File: src/sv/gidi_pkg.sv
// Shared constants, codes and types of the grid inverse-distance interpolator.
package gidi_pkg;

	localparam int POINTS_PER_AXIS = 16;
	localparam int COORD_BITS      = 32;

	localparam int VALUE_BITS      = 32;
	localparam int SPACING_BITS    = 31;
	localparam int COUNT_BITS      = 4;
	localparam int INDEX_BITS      = 4;
	localparam int CFG_DATA_BITS   = 32;
	localparam int CFG_INDEX_BITS  = 3;

	// kind, three write indices and the value pair ahead of the coordinates
	localparam int ENTRY_FIXED_BITS = 2 + 3 * INDEX_BITS + 2 * VALUE_BITS;

	localparam int WEIGHT_SHIFT    = 24;
	localparam int WEIGHT_BITS     = WEIGHT_SHIFT + 1;
	localparam int WSUM_BITS       = WEIGHT_SHIFT + 4;
	localparam int STEP_BITS       = 6;
	localparam int SQRT_STEPS      = 32;
	localparam int DIV_AXIS_BITS   = 4;
	localparam int DIV_FIN_BITS    = 32;

	localparam logic [63:0] SQRT_TOP = 64'h4000_0000_0000_0000;
	localparam logic [SPACING_BITS-1:0] SPACING_RESET = 31'd65536;

	localparam logic [CFG_INDEX_BITS-1:0] REG_X_ORIGIN   = 3'd0;
	localparam logic [CFG_INDEX_BITS-1:0] REG_Y_ORIGIN   = 3'd1;
	localparam logic [CFG_INDEX_BITS-1:0] REG_Z_ORIGIN   = 3'd2;
	localparam logic [CFG_INDEX_BITS-1:0] REG_X_SPACING  = 3'd3;
	localparam logic [CFG_INDEX_BITS-1:0] REG_Y_SPACING  = 3'd4;
	localparam logic [CFG_INDEX_BITS-1:0] REG_Z_SPACING  = 3'd5;
	localparam logic [CFG_INDEX_BITS-1:0] REG_STEP_COUNT = 3'd6;

	localparam logic CMD_WRITE = 1'b0;
	localparam logic CMD_QUERY = 1'b1;

	typedef enum logic [1:0] {
		KIND_WRITE,
		KIND_QUERY,
		KIND_OOR
	} kind_t;

	typedef enum logic [4:0] {
		ST_IDLE,
		ST_AX_START,
		ST_AX_WAIT,
		ST_AX_LO,
		ST_AX_DX,
		ST_SQ0,
		ST_SQ1,
		ST_SQ2,
		ST_NB_CHK,
		ST_SQRT_WAIT,
		ST_WT_START,
		ST_WT_WAIT,
		ST_ACC_R,
		ST_ACC_I,
		ST_FIN_R,
		ST_FIN_R_WAIT,
		ST_FIN_I,
		ST_FIN_I_WAIT
	} state_t;

	typedef struct packed {
		logic                 start;
		logic                 is_sqrt;
		logic [STEP_BITS-1:0] nbits;
	} iter_req_t;

endpackage

File: src/sv/gidi_front.sv
// Front: configuration registers, item intake and bounds classification.
module gidi_front #(
	parameter int POINTS_PER_AXIS = gidi_pkg::POINTS_PER_AXIS,
	parameter int COORD_BITS      = gidi_pkg::COORD_BITS
) (
	input  logic clk,
	input  logic arst_n,
	input  logic start,
	input  logic full,
	input  logic command,
	input  logic [gidi_pkg::INDEX_BITS-1:0] entry_x_index,
	input  logic [gidi_pkg::INDEX_BITS-1:0] entry_y_index,
	input  logic [gidi_pkg::INDEX_BITS-1:0] entry_z_index,
	input  logic [gidi_pkg::VALUE_BITS-1:0] entry_radiation,
	input  logic [gidi_pkg::VALUE_BITS-1:0] entry_interaction,
	input  logic signed [COORD_BITS-1:0] query_x,
	input  logic signed [COORD_BITS-1:0] query_y,
	input  logic signed [COORD_BITS-1:0] query_z,
	input  logic cfg_we,
	input  logic [gidi_pkg::CFG_INDEX_BITS-1:0] cfg_index,
	input  logic [gidi_pkg::CFG_DATA_BITS-1:0] cfg_data,
	output logic push,
	output logic [3*COORD_BITS+gidi_pkg::ENTRY_FIXED_BITS-1:0] entry,
	output logic [2:0][COORD_BITS-1:0] org,
	output logic [2:0][gidi_pkg::SPACING_BITS-1:0] sp,
	output logic [2:0][gidi_pkg::COUNT_BITS-1:0] cnt
);

	localparam int XW = COORD_BITS + 37;

	logic [2:0][COORD_BITS-1:0]              org_q;
	logic [2:0][gidi_pkg::SPACING_BITS-1:0]  sp_q;
	logic [3*gidi_pkg::COUNT_BITS-1:0]       cnt_q;
	logic [COORD_BITS+gidi_pkg::CFG_DATA_BITS-1:0] org_wide;
	logic [2:0][COORD_BITS-1:0]              qv;
	logic                                    oor;
	gidi_pkg::kind_t                         kind;

	assign org_wide = {{COORD_BITS{1'b0}}, cfg_data};

	always_ff @(posedge clk or negedge arst_n) begin
		if (!arst_n) begin
			org_q <= '0;
			sp_q  <= {3{gidi_pkg::SPACING_RESET}};
			cnt_q <= '0;
		end else if (cfg_we) begin
			case (cfg_index)
				gidi_pkg::REG_X_ORIGIN:   org_q[0] <= org_wide[COORD_BITS-1:0];
				gidi_pkg::REG_Y_ORIGIN:   org_q[1] <= org_wide[COORD_BITS-1:0];
				gidi_pkg::REG_Z_ORIGIN:   org_q[2] <= org_wide[COORD_BITS-1:0];
				gidi_pkg::REG_X_SPACING:  sp_q[0] <= cfg_data[gidi_pkg::SPACING_BITS-1:0];
				gidi_pkg::REG_Y_SPACING:  sp_q[1] <= cfg_data[gidi_pkg::SPACING_BITS-1:0];
				gidi_pkg::REG_Z_SPACING:  sp_q[2] <= cfg_data[gidi_pkg::SPACING_BITS-1:0];
				gidi_pkg::REG_STEP_COUNT: cnt_q <= cfg_data[3*gidi_pkg::COUNT_BITS-1:0];
				default: ;
			endcase
		end
	end

	// zero spacing acts as one; counts saturate to the last grid point
	always_comb begin
		for (int a = 0; a < 3; a++) begin
			org[a] = org_q[a];
			sp[a]  = (sp_q[a] == '0) ? gidi_pkg::SPACING_BITS'(1) : sp_q[a];
			if (32'(cnt_q[a*4 +: 4]) > POINTS_PER_AXIS - 1)
				cnt[a] = gidi_pkg::COUNT_BITS'(POINTS_PER_AXIS - 1);
			else
				cnt[a] = cnt_q[a*4 +: 4];
		end
	end

	assign qv = {query_z, query_y, query_x};

	always_comb begin
		logic signed [XW-1:0] qe;
		logic signed [XW-1:0] oe;
		logic signed [XW-1:0] hi;
		oor = 1'b0;
		for (int a = 0; a < 3; a++) begin
			qe = $signed({{37{qv[a][COORD_BITS-1]}}, qv[a]});
			oe = $signed({{37{org[a][COORD_BITS-1]}}, org[a]});
			hi = oe + $signed({{(XW-35){1'b0}}, 35'(cnt[a]) * 35'(sp[a])});
			if ((qe + XW'(1) < oe) || (qe - XW'(1) > hi)) oor = 1'b1;
		end
	end

	always_comb begin
		if (command == gidi_pkg::CMD_WRITE) kind = gidi_pkg::KIND_WRITE;
		else if (oor) kind = gidi_pkg::KIND_OOR;
		else kind = gidi_pkg::KIND_QUERY;
	end

	assign push  = start && !full;
	assign entry = {kind, entry_x_index, entry_y_index, entry_z_index,
		entry_radiation, entry_interaction, query_x, query_y, query_z};

endmodule

File: config.mk
export PLATFORM = sky130hd
export DESIGN_NAME = gidi_front
export DESIGN_NICKNAME = d
export VERILOG_FILES = /design/src/sv/gidi_pkg.sv /design/src/sv/gidi_front.sv
export SDC_FILE = /design/constraint.sdc
export NUM_CORES = 2
export LEC_CHECK = 0
export ABC_AREA = 0
export BUFFER_PORTS_ARGS = -buffer_cell sky130_fd_sc_hd__buf_2
export CAP_MARGIN = 0
export CORE_MARGIN = 8
export CORE_UTILIZATION = 30
export CTS_CLUSTER_SIZE = 25
export DETAILED_ROUTE_END_ITERATION = 8
export PLACE_DENSITY = 0.48
export SETUP_SLACK_MARGIN = 0.15
export SKIP_CTS_REPAIR_TIMING = 1
export SYNTH_ARGS = -nofsm -noshare
export SYNTH_HDL_FRONTEND = slang
export SYNTH_SLANG_ARGS = --single-unit
File: constraint.sdc
create_clock -name clk -period 27.7 [get_ports clk]
set_input_delay 2.77 -clock clk [delete_from_list [all_inputs] [get_ports clk]]
set_output_delay 2.77 -clock clk [all_outputs]
set_load 0.03 [all_outputs]
Yosys cells after proc, flatten, opt, wreduce, memory -nomap -nowiden
Cells that the tools add are included.

Latch bits: 0. Memories: 0. Bits of input ports: 213. Output and inout port bits: 376. Bits in registers: 201. Logic and storage cells: 55. RAM bits: 0. Memory bits (read-only): 0.

Divide/modulo/power cells: 0. Magnitude comparators: 6. Reductions and logical operators: 16. Multiply operators: 3. Bitwise logic cells: 0. Muxes and demuxes: 8. Add/sub/neg operators: 9. Shift-type cells: 0. Eq/ne operators: 6.

Operators with widths (number): adder 32 x 36 -> 37 bit (3); > comparator 33 x 37 -> 1 bit (3); multiplier 4 x 31 -> 35 bit (3); adder 32 x 2 -> 33 bit, second input constant (3); less-than comparator 33 x 32 -> 1 bit (3); subtractor 32 x 2 -> 33 bit, second input constant (3); zero test 31 bit (3); 2-to-1 mux 31 bit (3); AND reduction 2 bit (7); == test 3 bit, second input constant (3); == test 3 x 2 -> 1 bit, second input constant (2); 2-to-1 mux 2 bit (2); == test 3 x 1 -> 1 bit, second input constant (1); zero test 3 bit (1); logical OR 1 bit (3); 2-to-1 mux 1 bit (3); logical AND 1 bit (1); zero test 1 bit (1).

Logic depth before layout (Yosys ltp)
Depth after elaboration: 11. Depth in mapped cells: 38. Mapped depth without buffers: 38.

Worst setup path before layout
No wires, ideal clock.

Path kind: register -> output. Start: reg sp_q[39] in the netlist's numbering. End: out entry[172] in the netlist's numbering. Arrival time: 8.746 ns. Cell stages (with the launch flop): 38. Setup slack: 16.184 ns. Data required time: 24.930 ns. Cell sequence: dfrtp_1 nor4_1 nand4_1 o21bai_1 nand2_1 fa_1 inv_1 fa_1 ha_1 a211oi_1 o21bai_1 o2111ai_1 a221oi_1 o41ai_1 a21oi_1 a21o_1 a21oi_1 xnor2_1 (+2 left out) a21o_1 a21o_1 a21oi_1 or3b_2 o21a_1 a41o_1 a21oi_1 xnor2_1 ha_1 nand4_1 nor4_1 nand4_1 o21ai_0 nor3_1 mux2i_1 a21oi_1 nor4b_1 and2_1.

RTL lines: start, declared (RTL line gidi_front.sv:32) `logic [2:0][gidi_pkg::SPACING_BITS-1:0] sp_q;`; start signal, assigned (RTL line gidi_front.sv:44) `sp_q <= {3{gidi_pkg::SPACING_RESET}};`; end, declared (RTL line gidi_front.sv:23) `output logic [3*COORD_BITS+gidi_pkg::ENTRY_FIXED_BITS-1:0] entry,`.

Worst setup path in the final report
Start: reg sp_q[54] in the netlist's numbering. End: out entry[172] in the netlist's numbering.

Longest elaborated chain between the ends: 10.

RTL lines: zero test 31 bit (RTL line gidi_front.sv:64) `sp[a] = (sp_q[a] == '0) ? gidi_pkg::SPACING_BITS'(1) : sp_q[a];`; 2-to-1 mux 31 bit (*) (RTL line gidi_front.sv:64); multiplier 4 x 31 -> 35 bit (*) (RTL line gidi_front.sv:82) `hi = oe + $signed({{(XW-35){1'b0}}, 35'(cnt[a]) * 35'(sp[a])});`; adder 32 x 36 -> 37 bit (*) (RTL line gidi_front.sv:82); > comparator 33 x 37 -> 1 bit (*) (RTL line gidi_front.sv:83) `if ((qe + XW'(1) < oe) || (qe - XW'(1) > hi)) oor = 1'b1;`; logical OR 1 bit (*) (RTL line gidi_front.sv:83); 2-to-1 mux 1 bit (*) (2 in series) (RTL line gidi_front.sv:83); 2-to-1 mux 2 bit (*) (RTL line gidi_front.sv:89) `else if (oor) kind = gidi_pkg::KIND_OOR;`; 2-to-1 mux 2 bit (*) (RTL line gidi_front.sv:88) `if (command == gidi_pkg::CMD_WRITE) kind = gidi_pkg::KIND_WRITE;`.

Every way passes the cells marked *; elsewhere a longest branch is shown, timed or not.

==> run_results.csv <==
group,metric,value,unit
outcome,outcome,"finished, final reports clean",
final_layout,nFillCells,12302,
synth,post-synth-top-count-cell,"inv_1",
critical_path,crit_path_start_kind,"flop",
floorplanning,die_width,355,µm
critical_path,critPathKind,"reg -> out",
routing,viasPerCell,5.00,
clocking,numClockSinks,201,
min_path,hold_path_depth,1,
routing,drc_errors,0,
power_and_ir_drop,p_per_area,154,nW/µm²
flow_run,max_cap_viol_count,0,
sta,fin_crit,13.87,ns
synth,netlist_top_cells_count,"inv_1 (485), ha_1 (446), nand2_1 (394)",
routing,vias,29708,
routing,drt-pass1-iter-count,5,
clocking,cts_buffers,29,
critical_path,crit_top_cell,"a21oi_1",
critical_path,cp.arrival,11.10,ns
sta,setup_viol,0,
global_routing,grt_overflow,0,
clocking,cts_root_buf,"clkbuf_16",
sta,timing.final.crit_share,50.1,%
synth,synth.top_cell.area_share,16.2,%
place,portBuffers,436,
synth,synth.area.top_cells,"ha_1 (16%), dfrtp_1 (14%), fa_1 (10%), xnor2_1 (5.6%), inv_1 (5.3%)",
critical_path,cpPeakStageDelay,0.68,ns
clocking,cts_tree,"done",
floorplanning,rows,124,
sta,worst_pin_slew,1.08,ns
sta,hold_violations,0,
synth,avgSynthCellArea,7.97,µm²
routing,wl_per_cell,20.6,µm
final_layout,design_area,37500,µm²
synth,ys_ff_latch,201,
critical_path,end_kind,"output port",
global_routing,grt_max_degree,81,
final_layout,final_nets,5247,
clocking,clk_path_buf_depth,3,
synth,yosysSeqAreaShare,14.6,%
sta,fmax,72.1,MHz
final_layout,area_growth,8.89,%
sta,maxSlewViolCount,0,
routing,first_iter_violations,1730,
global_routing,grt_pass1_wl,185000,µm
final_layout,layout-drive-gt1-share,14.4,%
place,dpl.hpwl,99900,µm
global_routing,grt_pass1_vias,29947,
clocking,htreeDepth,1,
floorplanning,initial_core_util,30.2,%
synth,synth-edff-count,0,
floorplanning,die_y,355,µm
critical_path,crit_fanout,7,
synth,synth.largest_area_cell,"ha_1",
synth,yosysWarnings,0,
sta,setup_tns,0,ns
synth,synth_flop_cell,"dfrtp_1",
synth,async_reset_ff_share,100,%
sta,slew_headroom,28.3,%
place,place.gp.congestion,0.897,
synth,synthesis.nets,5149,
clocking,cts.clk_slew.worst_paths,0.06,ns
power_and_ir_drop,ir_drop,0.0669,mV
global_routing,grtUsageTotal,18.7,%
synth,syn_inst,4313,
critical_path,slowest_stage,"o41ai_1",
routing,ant_nets,0,
routing,routed_wl,123000,µm
place,dpl_cell_area,36500,µm²
floorplanning,core,114000,µm²
critical_path,required,24.93,ns
sta,rsz0062_at_grt,"false",
synth,netlist-cell-type-count,81,
min_path,min_path_type,"reg -> reg",
synth,synth.cell_area,34400,µm²
clocking,clk_latency,0.59,ns
global_routing,grt_antenna_before_repair,25,
critical_path,reg2reg_depth,1,
power_and_ir_drop,power.leakage,18.4,nW
final_layout,post-route-util,32.8,%
floorplanning,io_pins,589,
sta,skew,0,ns
floorplanning,dieArea,126000,µm²
-- critical path, delay by kind of cell, from the launching register on --
kind,cells,cell delay (ns)
and+or+nand+nor,10,2.85
buffers and inverters,2,0.24
DFF,1,0.45
AOI/OAI and AO/OA,18,4.38
adders and majority gates,5,2.01
xor gates and xnor gates,2,0.25
muxes,1,0.28
-- final timing paths --
| check | startpoint | to | slack (ns) |
|---|---|---|---|
| setup / recovery | sp_q[54] | entry[172] | 13.83 |
| hold / removal | cnt[2] | cnt[2] | 0.51 |
| setup reg to reg | cnt[9] | cnt[9] | 26.29 |
| hold reg to reg | cnt[2] | cnt[2] | 0.51 |
| max in group asynchronous | arst_n | org[78] | 24.00 |
| min in group asynchronous | arst_n | org[33] | 2.18 |
-- sequential cells by signal, indices dropped and copies added, names as in the netlist --
name	cells
org	96
sp_q	93
cnt	12
-- per-stage QoR --
stage | power (W) | hold slack (ns) | worst slack [ns] | std cells
global placement | 0.00539 | 0.490 | 14.49 | 5892
CTS | 0.00583 | 0.512 | 13.64 | 5944
finish | 0.00578 | 0.512 | 13.83 | 5945
detailed placement | 0.00540 | 0.500 | 14.32 | 5892
global route | 0.00648 | 0.527 | 12.90 | 5944
floorplan | 0.00424 | 0.497 | 16.18 | 4313
-- cells by family after synthesis --
kind of cell,synth area share [%]
multiplexers,3.59
AO/OA/AOI/OAI,15.3
buffers and inverters,11.4
XOR/XNOR,8.99
adder cells (fa/ha/maj),26.5
AND/OR/NAND/NOR,19.5
flip-flops,14.6
-- layout make-up --
cell class | instances | area, µm² | share of cell area, %
tap | 1512 | 1890 | 5.05
antenna | 1 | 2.50 | 0.00668
inverter | 485 | 1820 | 4.86
sequential | 201 | 5030 | 13.4
multi-input combinational | 3239 | 25400 | 67.9
clock inverter | 8 | 90.1 | 0.241
timing repair buffer | 455 | 2330 | 6.23
clock buffer | 44 | 832 | 2.22
-- cell usage in the layout (no fill, tap or decap), types with 22 or more instances in the layout --
cell       Yosys  layout
a211oi_1      34      34
a21o_1       118     118
a21oi_1      236     236
and2_1       264     264
and3_1        31      31
buf_2          7     435
clkbuf_16      0      29
dfrtp_1      198     198
fa_1         177     177
ha_1         446     446
inv_1        485     485
mux2_2       108     108
nand2_1      394     394
nand2b_1      39      39
nand3_1      101     101
nand4_1       81      81
nor2_1       188     188
nor2b_1       25      25
nor3_1        69      67
nor4_1        49      49
o21a_1        37      37
o21ai_0      220     220
o21bai_1      34      34
or3_1         22      22
xnor2_1      218     218
xor2_1       135     135
-- layer usage --
layer,global-route usage (%),share of wire [%]
met5,0,0
met4,3.17,1.9
met3,4.15,6.5
met2,31.8,47
met1,24.5,45
-- where the power goes --
group	internal, W	leakage [nW]	switching [W]
Sequential	0.000357	2.43	0.000116
Clock	0.000223	0.457	0.000158
Combinational	0.00203	15.5	0.00290
Total	0.00261	18.4	0.00317
No activity file was read; power rests on OpenSTA's default activity.
