### src/sv/gidi_fifo.sv
// Two-entry item queue between the front and the back.
module gidi_fifo #(
	parameter int W = 8
) (
	input  logic         clk,
	input  logic         arst_n,
	input  logic         push,
	input  logic [W-1:0] din,
	input  logic         pop,
	output logic [W-1:0] dout,
	output logic         full,
	output logic         empty
);

	logic [W-1:0] slot_q [2];
	logic         wp_q;
	logic         rp_q;
	logic [1:0]   count_q;

	always_ff @(posedge clk or negedge arst_n) begin
		if (!arst_n) begin
			wp_q    <= 1'b0;
			rp_q    <= 1'b0;
			count_q <= 2'd0;
		end else begin
			if (push) wp_q <= ~wp_q;
			if (pop) rp_q <= ~rp_q;
			count_q <= count_q + {1'b0, push} - {1'b0, pop};
		end
	end

	always_ff @(posedge clk) begin
		if (push) slot_q[wp_q] <= din;
	end

	assign dout  = slot_q[rp_q];
	assign full  = count_q == 2'd2;
	assign empty = count_q == 2'd0;

endmodule

### config.mk
export PLATFORM = sky130hd
export DESIGN_NAME = gidi_fifo
export DESIGN_NICKNAME = d
export VERILOG_FILES = /design/src/sv/gidi_fifo.sv
export SDC_FILE = /design/constraint.sdc
export NUM_CORES = 1
export LEC_CHECK = 0
export ABC_AREA = 1
export BUFFER_PORTS_ARGS = -buffer_cell sky130_fd_sc_hd__buf_4
export CORE_MARGIN = 5
export CORE_UTILIZATION = 40
export CTS_BUF_LIST = sky130_fd_sc_hd__clkbuf_8
export CTS_CLUSTER_SIZE = 16
export DETAILED_ROUTE_END_ITERATION = 7
export GPL_TIMING_DRIVEN = 0
export PLACE_DENSITY = 0.61
export SYNTH_ARGS = -nofsm -noshare
export SYNTH_HDL_FRONTEND = slang
export SYNTH_SLANG_ARGS = --single-unit
### constraint.sdc
create_clock -name clk -period 1.6 [get_ports clk]
set_clock_uncertainty 0.1 [all_clocks]
set_input_delay 0.24 -clock clk [delete_from_list [all_inputs] [get_ports clk]]
set_output_delay 0.24 -clock clk [all_outputs]
set_load 0.02 [all_outputs]
## Word level (Yosys, flattened, before mapping)

Memories as Yosys holds them, arrays and structs flattened.
Cells that the tools add are included.
W data, S select, Z words.

| operators by class | value |
|---|---|
| reduce and logical (&&, ||, !) cells | 1 |
| $add $sub $neg | 2 |
| equal/unequal tests | 1 |
| muxes and demuxes | 2 |
| bitwise logic cells | 2 |

Operator list:

| kind | number |
|---|---|
| $add A2 B1 Y2 | 1 |
| $eq A2 B2 Y1 const B | 1 |
| $logic_not A2 Y1 | 1 |
| $mux W1 | 2 |
| $not A1 Y1 | 2 |
| $sub A2 B1 Y2 | 1 |

| word-level totals | value |
|---|---|
| register bits after elaboration | 4 |
| memory bits (writable) | 16 |
| output and inout port bits | 10 |
| input port bits | 12 |
| memories kept | 1 |
| word-level logic and storage cells | 12 |

Memory list:

| name | words | bits a word | read ports | clocked after memory_dff | write ports | RTL line | source |
|---|---|---|---|---|---|---|---|
| slot_q | 2 | 8 | 1 | 0 | 1 | 15 | `logic [W-1:0] slot_q [2];` |

## Logic depth before layout (Yosys ltp)

Gate-level depths: netlist (run 1).

| logic depth | value |
|---|---|
| depth in word-level cells | 2 |
| gate-level depth with buffers | 7 |
| mapped depth without buffers | 7 |

## Worst setup path after synthesis (run 1)

Ideal clock, no wire load.

| timing path | value |
|---|---|
| path type | register to output |
| from | reg rp_q |
| to | out dout[0] |
| stages on the path, launching flop included | 3 |
| buffers on the path | 1 |
| arrival time | 0.981 ns |
| required time | 1.260 ns |
| setup slack | 0.279 ns |
| cell sequence | dfrtp_1 -> buf_6 -> o21ai_0 |

| between the ends | value |
|---|---|
| longest elaborated chain between the ends | 1 |

Ends and longest elaborated chain:

| item | RTL line | source |
|---|---|---|
| start: declaration | 17 | `logic rp_q;` |
| start signal: assignment | 27 | `if (pop) rp_q <= ~rp_q;` |
| $mem_v2 Z2 W8 | -- |  |
| end: declaration | 10 | `output logic [W-1:0] dout,` |

Every way passes these cells.

## Final worst setup path (run 1)

Same ends and word-level chain as after synthesis.

==> out/qor_table.md, run 1 <==
| Group | Item | Reported |
|:---|:---|:---|
| finish | Non-filler instance count after layout | 120 |
| yosys | Most common cell in the netlist | edfxtp_1 |
| yosys | Count of cell types in the netlist | 12 |
| yosys | Total of flip-flops plus latches after synthesis | 20 |
| sta | Final hold violation count | 0 |
| routing | DRC violations left | 0 |
| yosys | Ranking of synthesized cells by instance count | edfxtp_1, inv_1, nand2_1 |
| yosys | Net count after synthesis | 81 |
| finish | Final Core Density | 0.5542 |
| sta | Period utilisation layout | 0.9480 |
| place | Cell area after placement | 1022 um^2 |
| sta | RSZ-0062 raised after global routing | false |
| critical path | Chain of cells forming the critical path | buf_6 > buf_12 > nand2_1 > o21ai_0 > buf_4 |
| sta | Final critical-path required period | 1517 ps |
| clocking | Clock slew at the register clock pins of the worst setup and hold paths | 70 ps |
| sta | Number of pins with negative max-slew slack in the final report | 0 |
| finish | Number of inserted diodes | 0 |
| yosys | Area contributors post-synth | edfxtp_1, dfrtp_1, inv_1, nand2_1, o21ai_2 |
| clocking | Root buffer cell | clkbuf_8 |
| hold path | Endpoint of the worst hold-timing path | slot_q[1][1] |
| sta | Count of endpoints failing setup in the final report | 0 |
| clocking | TritonCTS clock tree | built |
| sta | Slew @ Worst Pin | 680.5 ps |
| yosys | EDFF count, synth | 16 |
| yosys | Average cell area after synthesis | 12.40 um^2 |
| place | Estimated wirelength of the detail-placed design | 946.8 um |
| critical path | Top delay family on crit path | buffers and inverters |
| clocking | H-tree depth reported by CTS | 1 |
| hold path | Min-delay src | din[1] |
| routing | Overall via count from detail_route | 506 |
| power and ir drop | Worst supply voltage drop on vdd | 0.0008767 V |
| critical path | Critical path arrival | 1180 ps |
| sta | Final-layout setup total negative slack | 0 ps |
| yosys | Warnings from Yosys | 0 |
| status | Outcome | finished clean |
| routing | Detailed Route WL | 1245 um |
| critical path | Worst reg2reg path endpoint | slot_q[0][6] |
| routing | Antenna viol nets, final | 0 |
| critical path | Peak per-stage delay on the critical path | 380 ps |
| job | Number of max-cap violations | 0 |
| power and ir drop | Power per standard cell area | 1790 nW/um^2 |
| critical path | Worst setup path category | flop to output port |
| grt | Initial antenna violation count | 0 |
| finish | Final net count | 108 |
| routing | Detailed-routing iteration count for the pre-antenna-repair pass | 4 |
| critical path | Worst Reg-to-Reg Cells | 1 |
| critical path | Sort of element at the end of the critical path | output port |
| die | DIE AREA | 3089 um^2 |
| yosys | Cells after Synth | 67 |
| critical path | Critical path buffers and inverters | 3 |
| die | Total core area | 1962 um^2 |
| yosys | Area share of the leading cell type in the synthesized netlist | 0.5783 |
| die | Initial cell density of the core | 0.4235 |
| clocking | Maximum count of clock buffers along a single path | 2 |
| clocking | Post-CTS setup buffer count | 0 |
| clocking | Later-pin clock latency in the skew report | 250 ps |
| grt | First-pass GRT wire length | 1980 um |
| grt | Global Route Usage Sum | 0.08382 |
| sta | Max-Slew Margin vs Limit | 0.5447 |
| yosys | Yosys top cell by area | edfxtp_1 |
| clocking | Number of clock buffers inserted by TritonCTS | 3 |
| place | PortBufs | 21 |
| power and ir drop | Leakage dissipation | 0.5062 nW |
| yosys | Async S/R FF share, synth | 0.2000 |
| clocking | Clock sinks | 20 |
| finish | Growth of design area from synthesis to finish | 30.87% |
| place | Placed cells | 115 |
| die | Number of top-level pins | 22 |
| critical path | Maximum fanout encountered on the critical timing path | 10 |
| routing | Via density per instance | 4.217 |
| yosys | Area of the mapped netlist | 830.8 um^2 |
| finish | Post-route cell area | 1087 um^2 |
| critical path | Reg-to-Reg Start | wp_q |
| grt | Remaining Overflow, GRT | 0 |
| finish | Filler cell count in the final layout | 183 |
| yosys | Proportion of synthesized chip area in sequential cells | 0.6988 |
| die | DIE WIDTH | 55.58 um |
| grt | Largest net degree at the start of global routing | 12 |
| grt | Via count of the first global-routing pass | 486 |
| critical path | Startpoint type of the worst setup path | flop |
| critical path | Required arrival time at the worst endpoint | 1260 ps |
| yosys | Commonest register cell after synthesis | edfxtp_1 |
| place | Gpl congestion | 0.6593 |
| routing | Routed length per instance | 10.38 um |
| critical path | Crit-path slowest cell | dfrtp_1 |
| die | Site row count | 16 |
| hold path | Number of cells traversed by the worst hold path | 1 |
| routing | Initial DRC count | 4 |
| die | Die Y | 55.58 um |
| critical path | R2R setup slack | 180 ps |
| hold path | Worst min path class | input port to flop |
| sta | Max Freq | 659.3 MHz |
| finish | Fraction of final layout cells sized beyond drive strength 1 | 0.3226 |
==> logic make-up (layout without fill, tap and decap cells) <==
family                     count (synthesis)  in the layout  synth area share
DFF                                       20             20            0.6988
and+or+nand+nor                           18             18           0.08282
buffers and inverters                     17             43            0.1054
AOI/OAI and AO/OA                          8              8           0.06175
adders and majority gates                  2              2           0.03012
xor gates and xnor gates                   2              2           0.02109
==> report_power, final <==
part / switching [mW] / internal, mW / leakage, nW
combinational: 0.462 / 0.356 / 0.280
clock: 0.149 / 0.218 / 0.0288
sequential: 0.0522 / 0.708 / 0.197
total: 0.663 / 1.28 / 0.506
==> what timing repair did <==
item | 4_1_cts | 5_1_grt
resized for setup | 0 | 2
hold buffers | 1 | 0
setup endpoints to repair | 0 | 2
endpoints found under the hold margin | 4 | 0
==> worst max path at each step <==
stage	to	start	slack (ps)	cells past startpoint
after floorplan	dout[0]	rp_q	280	2
after global placement	slot_q[0][5]	wp_q	150	1
after detailed placement	slot_q[0][5]	wp_q	130	1
after CTS	dout[3]	rp_q	50	5
after global routing	dout[1]	rp_q	20	5
final	dout[0]	rp_q	80	5
==> final cells by class <==
type	count	area, um^2	share of cell area
clock buffer	4	55.05	0.05063
tap	27	33.78	0.03107
inverter	15	56.30	0.05178
timing repair buffer	22	167.7	0.1542
multi-input combinational	30	162.7	0.1496
sequential	20	580.6	0.5339
buffer	2	31.28	0.02877
==> placed cells by master, fill, tap and decap left out <==
master,n
ha_1,2
o21ai_1,2
o21ai_2,3
o21ai_0,3
dlygate4sd3_1,1
nand2_1,14
xor2_1,2
buf_4,21
edfxtp_1,16
buf_12,1
inv_1,15
clkbuf_8,4
dfrtp_1,4
nor2_1,3
nand3_1,1
buf_6,1
==> stage by stage <==
step	hold slack [ps]	setup WS (ps)	total power, mW
detailed placement	-59.37	128.7	1.601
floorplan	-155.6	279.4	1.295
global placement	-59.28	147.5	1.586
finish	67.98	83.25	1.946
global route	57.71	17.76	2.064
CTS	60.04	46.58	1.976
==> registers in the layout, summed over array words and instances, names as in the netlist <==
register and count:
count_q 2, rp_q 1, slot_q 16, wp_q 1
==> layer usage <==
metal | vias up | global-route usage | routed length (um)
met5 | - | 0 | 0
met1 | 227 | 0.08618 | 520
met2 | 12 | 0.1453 | 637
li1 | 263 | - | -
met4 | 0 | 0.05208 | 16
met3 | 4 | 0.02784 | 71
Note: power is estimated with default switching activity, not from simulation.
==> inputs of run 2 (changes only) <==
Settings changed: CELL_PAD_IN_SITES_DETAIL_PLACEMENT set to 1, CELL_PAD_IN_SITES_GLOBAL_PLACEMENT set to 1, PLACE_DENSITY 0.61 to 0.75.
==> run 2 against run 1 <==
  * Critical path type unchanged
  * Sequential share of layout area up 0.50 points
  * Clock power fell by 12%
  * Utilization is 0.51 points lower
  * Largest cell class unchanged
  * Cell count unchanged
  * Setup slack worse by 24 ps
  * Non-clock buffer count stayed put
==> out/qor_table.md, run 2 (synthesis results as in run 1) <==
| Group | Item | Reported | Change |
|:---|:---|:---|:---|
| finish | Register with the most flip-flops | slot_q | unchanged |
| power and ir drop | Overall power | 1.925 mW | was 1.946 mW |
| critical path | Chain of cells forming the critical path | buf_6 > buf_12 > nand2_1 > o21ai_0 > buf_4 | unchanged |
| critical path | Crit-path slowest cell | dfrtp_1 | unchanged |
| clocking | TritonCTS clock tree | built | unchanged |
| routing | Overall via count from detail_route | 530 | was 506 |
| critical path | Required arrival time at the worst endpoint | 1260 ps | about the same |
| routing | DRC violations left | 0 | unchanged |
| sta | Slew @ Worst Pin | 742.6 ps | was 680.5 ps |
| finish | Growth of design area from synthesis to finish | 29.67% | was 30.87% |
| critical path | Worst reg2reg path endpoint | slot_q[0][5] | was slot_q[0][6] |
| finish | Most frequent cells in the layout | buf_4, edfxtp_1, inv_1 | unchanged |
| critical path | R2R setup slack | 130 ps | was 180 ps |
| power and ir drop | Power per standard cell area | 1787 nW/um^2 | was 1790 nW/um^2 |
| hold path | Worst min path class | input port to flop | unchanged |
| finish | Most common cell after layout, fill and taps aside | buf_4 | unchanged |
| clocking | Clock sinks | 20 | unchanged |
| die | Total core area | 1962 um^2 | unchanged |
| routing | Detailed Route WL | 1549 um | was 1245 um |
| clocking | Maximum count of clock buffers along a single path | 2 | unchanged |
| power and ir drop | Leakage dissipation | 0.5005 nW | was 0.5062 nW |
| die | DIE AREA | 3089 um^2 | unchanged |
| routing | Antenna viol nets, final | 0 | unchanged |
| grt | Global Route Usage Sum | 0.1047 | was 0.08382 |
| sta | Max Freq | 648.8 MHz | was 659.3 MHz |
| grt | Largest net degree at the start of global routing | 12 | unchanged |
| status | Outcome | finished clean | unchanged |
| grt | First-pass GRT wire length | 2525 um | was 1980 um |
| clocking | Clock slew at the register clock pins of the worst setup and hold paths | 70 ps | about the same |
| grt | Remaining Overflow, GRT | 0 | unchanged |
| finish | Final net count | 108 | unchanged |
| critical path | Sort of element at the end of the critical path | output port | unchanged |
| sta | Final-layout setup total negative slack | 0 ps | unchanged |
| clocking | Root buffer cell | clkbuf_8 | unchanged |
| die | Initial cell density of the core | 0.4235 | unchanged |
| hold path | Endpoint of the worst hold-timing path | slot_q[0][3] | was slot_q[1][1] |
| die | Die Y | 55.58 um | unchanged |
| critical path | Worst Reg-to-Reg Cells | 1 | unchanged |
| routing | Detailed-routing iteration count for the pre-antenna-repair pass | 4 | unchanged |
| sta | Final critical-path required period | 1541 ps | was 1517 ps |
| place | Gpl congestion | 0.6410 | was 0.6593 |
| die | Site row count | 16 | unchanged |
| sta | RSZ-0062 raised after global routing | false | unchanged |
| sta | Max-Slew Margin vs Limit | 0.5031 | was 0.5447 |
| critical path | Worst setup path category | flop to output port | unchanged |
| routing | Via density per instance | 4.417 | was 4.217 |
| critical path | Critical path arrival | 1200 ps | was 1180 ps |
| routing | Initial DRC count | 7 | was 4 |
| job | Number of max-cap violations | 0 | unchanged |
| sta | Count of endpoints failing setup in the final report | 0 | unchanged |
| hold path | Min-delay src | din[3] | was din[1] |
| place | Estimated wirelength of the detail-placed design | 1193 um | was 946.8 um |
| grt | Via count of the first global-routing pass | 581 | was 486 |
| power and ir drop | Worst supply voltage drop on vdd | 0.0007778 V | was 0.0008767 V |
| place | Placed cells | 115 | unchanged |
| critical path | Startpoint type of the worst setup path | flop | unchanged |
| sta | Period utilisation layout | 0.9633 | was 0.9480 |
| die | Number of top-level pins | 22 | unchanged |
| routing | Routed length per instance | 12.91 um | was 10.38 um |
| sta | Final hold violation count | 0 | unchanged |
| hold path | Number of cells traversed by the worst hold path | 1 | unchanged |
| clocking | Later-pin clock latency in the skew report | 250 ps | about the same |
| die | DIE WIDTH | 55.58 um | unchanged |
| finish | Biggest regs | slot_q x16, count_q x2 | unchanged |
| finish | Non-filler instance count after layout | 120 | unchanged |
| clocking | H-tree depth reported by CTS | 1 | unchanged |
| critical path | Peak per-stage delay on the critical path | 380 ps | about the same |
| finish | Filler cell count in the final layout | 233 | was 183 |
| sta | Number of pins with negative max-slew slack in the final report | 0 | unchanged |
| clocking | Number of clock buffers inserted by TritonCTS | 3 | unchanged |
| grt | Initial antenna violation count | 0 | unchanged |
| finish | Number of inserted diodes | 0 | unchanged |
| clocking | Post-CTS setup buffer count | 0 | unchanged |
| critical path | Reg-to-Reg Start | wp_q | unchanged |
| critical path | Maximum fanout encountered on the critical timing path | 10 | unchanged |
| place | PortBufs | 21 | unchanged |
| finish | Flip-flop count of the largest register after layout | 16 | unchanged |
| finish | Fraction of final layout cells sized beyond drive strength 1 | 0.3118 | was 0.3226 |
run 2: critical path: cells and delay by family, from the launching register on:
| kind | cells | cell delay, ps |
|---|---|---|
| and+or+nand+nor | 1 | 40 |
| buffers and inverters | 3 | 440 |
| AOI/OAI and AO/OA | 1 | 90 |
| DFF | 1 | 380 |
run 2: layout make-up:
cell class	instances	area, um^2	share of cell area
flip-flops and latches	20	580.6	0.5389
well taps	27	33.78	0.03136
repair buffers	22	167.7	0.1556
clock buffers	3	41.29	0.03833
clock inverters	1	3.754	0.003484
plain buffers	2	31.28	0.02904
multi-input cells	30	162.7	0.1510
inverters	15	56.30	0.05226
run 2: metal layers:
layer  part of all wire  vias up  GRT usage  wire length, um
met5                  0        -          0                0
met4             0.0071        0    0.04167               11
met3              0.050        2    0.03016               77
met2               0.57       10     0.1943              880
met1               0.37      253     0.1093              579
li1                   -      265          -                -
run 2: worst max-delay path by stage:
stage	startpoint	endpoint	depth (start not counted)
2_1_floorplan	rp_q	dout[0]	2
3_3_place_gp	wp_q	slot_q[0][6]	1
3_5_place_dp	wp_q	slot_q[0][6]	1
4_1_cts	rp_q	dout[2]	5
5_1_grt	rp_q	dout[1]	5
6_report	rp_q	dout[1]	5
run 2: where the power goes:
group	leakage (nW)	internal, mW	switching (mW)
sequential	0.197	0.708	0.0578
clock	0.0231	0.170	0.153
combinational	0.280	0.356	0.480
run 2: what timing repair did:
item                       in CTS  in global routing
hold buffers                    1                  0
setup endpoints to repair       0                  1
resized for setup               0                  1
hold endpoints to repair        4                  0
run 2: through the flow:
stage / setup WS, ps / utilization / hold slack [ps] / area (um^2)
after CTS: 31.66 / 0.5491 / 67.74 / 1077
final: 58.76 / 0.5491 / 71.14 / 1077
after global placement: 163.3 / 0.5210 / -60.42 / 1022
after floorplan: 279.4 / - / -155.6 / 830.8
after global routing: 8.667 / 0.5491 / 65.99 / 1077
after detailed placement: 105.1 / 0.5210 / -60.84 / 1022
